### src/hw/rtl/bia_ram.sv
`timescale 1ns / 1ps
// ----------------------------------------------------------------------------
// bia_ram
// Simple dual-port RAM: one write port, one read port, registered read data.
// ----------------------------------------------------------------------------
module bia_ram #(
    parameter int WIDTH = 32,
    parameter int DEPTH = 128
) (
    input  logic                                    clk,
    input  logic                                    we,
    input  logic [(DEPTH > 1 ? $clog2(DEPTH) : 1)-1:0] waddr,
    input  logic [WIDTH-1:0]                        wdata,
    input  logic                                    re,
    input  logic [(DEPTH > 1 ? $clog2(DEPTH) : 1)-1:0] raddr,
    output logic [WIDTH-1:0]                        rdata
);

    logic [WIDTH-1:0] mem [DEPTH];

    always_ff @(posedge clk)
    begin
        if (we)
        begin
            mem[waddr] <= wdata;
        end
        if (re)
        begin
            rdata <= mem[raddr];
        end
    end

endmodule
### config.mk
export PLATFORM = sky130hd
export DESIGN_NAME = bia_ram
export DESIGN_NICKNAME = d
export VERILOG_FILES = /design/src/hw/rtl/bia_ram.sv
export SDC_FILE = /design/constraint.sdc
export NUM_CORES = 2
export LEC_CHECK = 0
export ABC_AREA = 0
export BUFFER_PORTS_ARGS = -buffer_cell sky130_fd_sc_hd__buf_4
export CAP_MARGIN = 20
export CORE_MARGIN = 2
export CORE_UTILIZATION = 30
export CTS_BUF_LIST = sky130_fd_sc_hd__clkbuf_16
export CTS_CLUSTER_SIZE = 16
export DETAILED_ROUTE_END_ITERATION = 8
export PLACE_DENSITY = 0.47
export REMOVE_ABC_BUFFERS = 1
export SYNTH_ARGS = -nofsm -noshare
export SYNTH_HDL_FRONTEND = slang
export SYNTH_SLANG_ARGS = --single-unit
### constraint.sdc
create_clock -name clk -period 3.3 [get_ports clk]
set_input_delay 0.33 -clock clk [delete_from_list [all_inputs] [get_ports clk]]
set_output_delay 0.33 -clock clk [all_outputs]
set_load 0.02 [all_outputs]
After elaboration in Yosys (flattened, before gate mapping)
Memory sizes are Yosys's and may differ from the RTL's. A register that Yosys moved wholly into a read port is not among the register bits.
Index checks and enable logic that the tools add are counted.
- register bits after elaboration: 0
- RAM bits: 4096
- output and inout port bits: 32
- word-level logic and storage cells: 3
- memories: 1
- multiplexer cells: 2
- memories (memory ; words ; bits a word ; rd ports ; clocked after memory_dff ; write ports ; RTL line ; text):
    mem ; 128 ; 32 ; 1 ; 1 ; 1 ; 19 ; logic [WIDTH-1:0] mem [DEPTH];
- operator list (kind ; number):
    $mux W1 ; 2

Depth between registers and ports, before layout
- word-level depth: 2
- mapped depth: 8
- depth with buffers taken out: 4

Worst setup path after synthesis
No wires, ideal clock.
- path type: input to register
- start: input port we
- end: memory mem[98][0] (enable)
- setup time: 0.461 ns
- arrival: 3.108 ns
- data required time: 2.839 ns
- setup slack: -0.269 ns
- stages on the path: 3
- path buffers: 1
- path through: clkbuf_1 -> nand4_1 -> nor3_1
- word-level cells in the longest chain between the ends: 2
- ends and longest elaborated chain (element ; RTL line ; text):
    start, declared ; 11 ; input logic we,
    $mux W1 ; 23 ; if (we)
    $mux W1 (not written as such) ; 25 ; mem[waddr] <= wdata;
    end, declared ; 19 ;
No other way between the ends.

==> run metrics <==
DIE HEIGHT=between 700 and 800 um; Syn Inst Count=5990; post-CTS setup buffer count=0; Reg clk slew, reported paths=about 0.070 ns; initial antenna violation count=55; Die ar.=528000 um2; CP Max Fanout=1; Reg area=about 120000 um2; total CTS buffers=approximately 420; Skew-Pair Late Insertion Delay=just over 1 ns; root buffer cell=clkbuf_16; Remaining Overflow, GRT=0; area of the multi-input gates=32300 um2; Final Worst Setup Slack=around 0.44 ns; LEAKAGE=0.0576 uW; WL final=~480 mm; status=finished, final reports clean; CP endpoint kind=flop; Via Count=between 70k and 80k; WP buf/inv=0; Area Growth Syn to Fin=19.9%; Final Net Count=6880; clock skew=about 0.078 ns; I/O Pins=81; post-synthesis sequential area ratio=0.792; vias in the first global route=74.4k; GRT met2 Usage=0.294; largest net degree at the start of global routing=~130; post-cts hold buffer count=28; Max stage delay cell, worst path=mux4_2; CP Cell Sequence=mux4_2 > mux4_2 > mux4_2 > mux2_2; TritonRoute pass-1 iters=5; met1 GRT Util=0.253; post-route design area=about 190000 um2; GRT Total Usage=0.180; wire per inst=34.0 um; synth warn=0; relative slew slack=0.148; fin util=0.361; number of port buffers=80; clock sink total=around 4.1k; period utilization=0.865; WHS=about 0.025 ns; HPWL after DPL=about 280 mm; overall power=between 100000 and 150000 uW; average cell area after synthesis=roughly 26 um2; met3 Use GR=0.0287; Yosys cell types=16; share of layout cells above drive strength 1=0.389; drt drc=0; post_cts resized=0; busiest layer in global routing=met2; dpl cell area=174000 um2; pwr/cell area=roughly 590 nW/um2; Worst Max-Slew Pin Slew=roughly 1.3 ns; Bufs on Longest Clock Path=4; synthesized cell area=157000 um2; fin crit period=around 2.9 ns; Core Rows=265; H-Tree Level Count=5; crit start category=flop; slowest stage delay, CP=around 0.79 ns; Iter 0 DRT Violations=slightly above 9k; max-slew violations=0; core area=about 520000 um2; most used cell, CP=mux4_2; Placer Congestion=approximately 0.76; Final Hold Violating Endpoints=0; CTS tree=built; first-pass GRT wire length=about 650 mm; fmax=~350 MHz; data required time of the worst path=roughly 4 ns; worst hold path class=in2reg; setup violators final=0; maximum vdd drop=~430 uV; Crit path arrival time=between 3 and 4 ns; Place WS=-0.573 ns; synthesis-stage register bit count=between 4k and 5k; top cell family by delay on the critical path=multiplexers; unrepaired setup endpoints after global routing=false; fillers=46.9k; Starting Density=0.301; vias per cell=5.13; Setup CP Type=reg2reg; Die W=a little over 700 um; Max Cap Viol=0; post-route ant nets=0
[sequential cells by signal, indices dropped and copies added, names as in the netlist]
signal and flops:
mem 4096, rdata 32
[metal layers]
| layer | vias to the layer above | share of wire |
|---|---|---|
| met5 | - | 0.00032 |
| met4 | 22 | 0.023 |
| met3 | 540 | 0.068 |
| met2 | 2615 | 0.48 |
| met1 | 41200 | 0.43 |
| li1 | 28300 | - |
[through the flow]
step | TNS (ns) | instances
4_1_cts | 0 | 14100
5_1_grt | 0 | 14100
6_report | 0 | 14200
3_3_place_gp | -10.08 | 13300
3_5_place_dp | -9.92 | 13300
2_1_floorplan | -61.99 | 5674
[cell families (layout without fill, tap and decap cells)]
| family | count (synthesis) | count (layout) | share of synthesized area |
|---|---|---|---|
| other cells | 0 | 36 | 0 |
| simple gates | 170 | 170 | 0.00445 |
| flops | 4128 | 4128 | 0.792 |
| buf+inv | 316 | 1511 | 0.00837 |
| mux | 1376 | 1376 | 0.196 |
[worst paths after layout]
check / cells past startpoint / slack [ns] / from / endpoint
worst max register to register: 4 / 0.44 / mem[93][6] / rdata[6]
worst min register to register: 4 / 1.18 / mem[100][12] / rdata[12]
worst min-delay path: 1 / 0.02 / wdata[26] / mem[16][26]
worst max-delay path: 4 / 0.44 / mem[93][6] / rdata[6]
[placed cells by master (no fill, tap or decap), types with 8 or more instances in the layout]
cell type	Yosys	final
inv_1	0	94
nor3_2	0	9
clkinvlp_4	0	16
edfxtp_1	4128	4128
mux4_2	1344	1344
diode_2	0	36
buf_4	3	402
clkbuf_16	0	431
bufinv_16	0	30
buf_12	0	294
clkinv_1	0	103
nand3_1	12	8
mux2_2	32	32
nor2_4	0	119
dlygate4sd3_1	0	29
nand2_1	14	11
clkinv_2	0	81
[power breakdown]
part	leakage (uW)	internal, uW	switching, uW
logic	0.0136	2650	3930
registers	0.0371	58000	190
clock network	0.00690	26000	20500
total	0.0576	86600	24600
[area by class of cell]
cell class | instances | area share
sequential | 4128 | 0.660
multi-input combinational | 1546 | 0.172
clock buffer | 431 | 0.0575
timing repair buffer | 732 | 0.0497
tap | 6942 | 0.0463
clock inverter | 348 | 0.0137
antenna | 36 | 0.000480
[cell usage after synthesis]
master,instances,area [um2]
nand3_1,12,60.1
or3_1,1,6.26
edfxtp_1,4128,124000
nand2b_1,2,12.5
nand4_1,3,18.8
buf_1,50,188
nor2b_1,7,43.8
buf_6,2,22.5
mux4_2,1344,30300
mux2_2,32,360
buf_4,3,22.5
nor2_1,122,458
nor3_1,9,45.0
clkbuf_1,182,683
buf_2,79,395
nand2_1,14,52.6
Note: power is estimated with default switching activity, not from simulation.
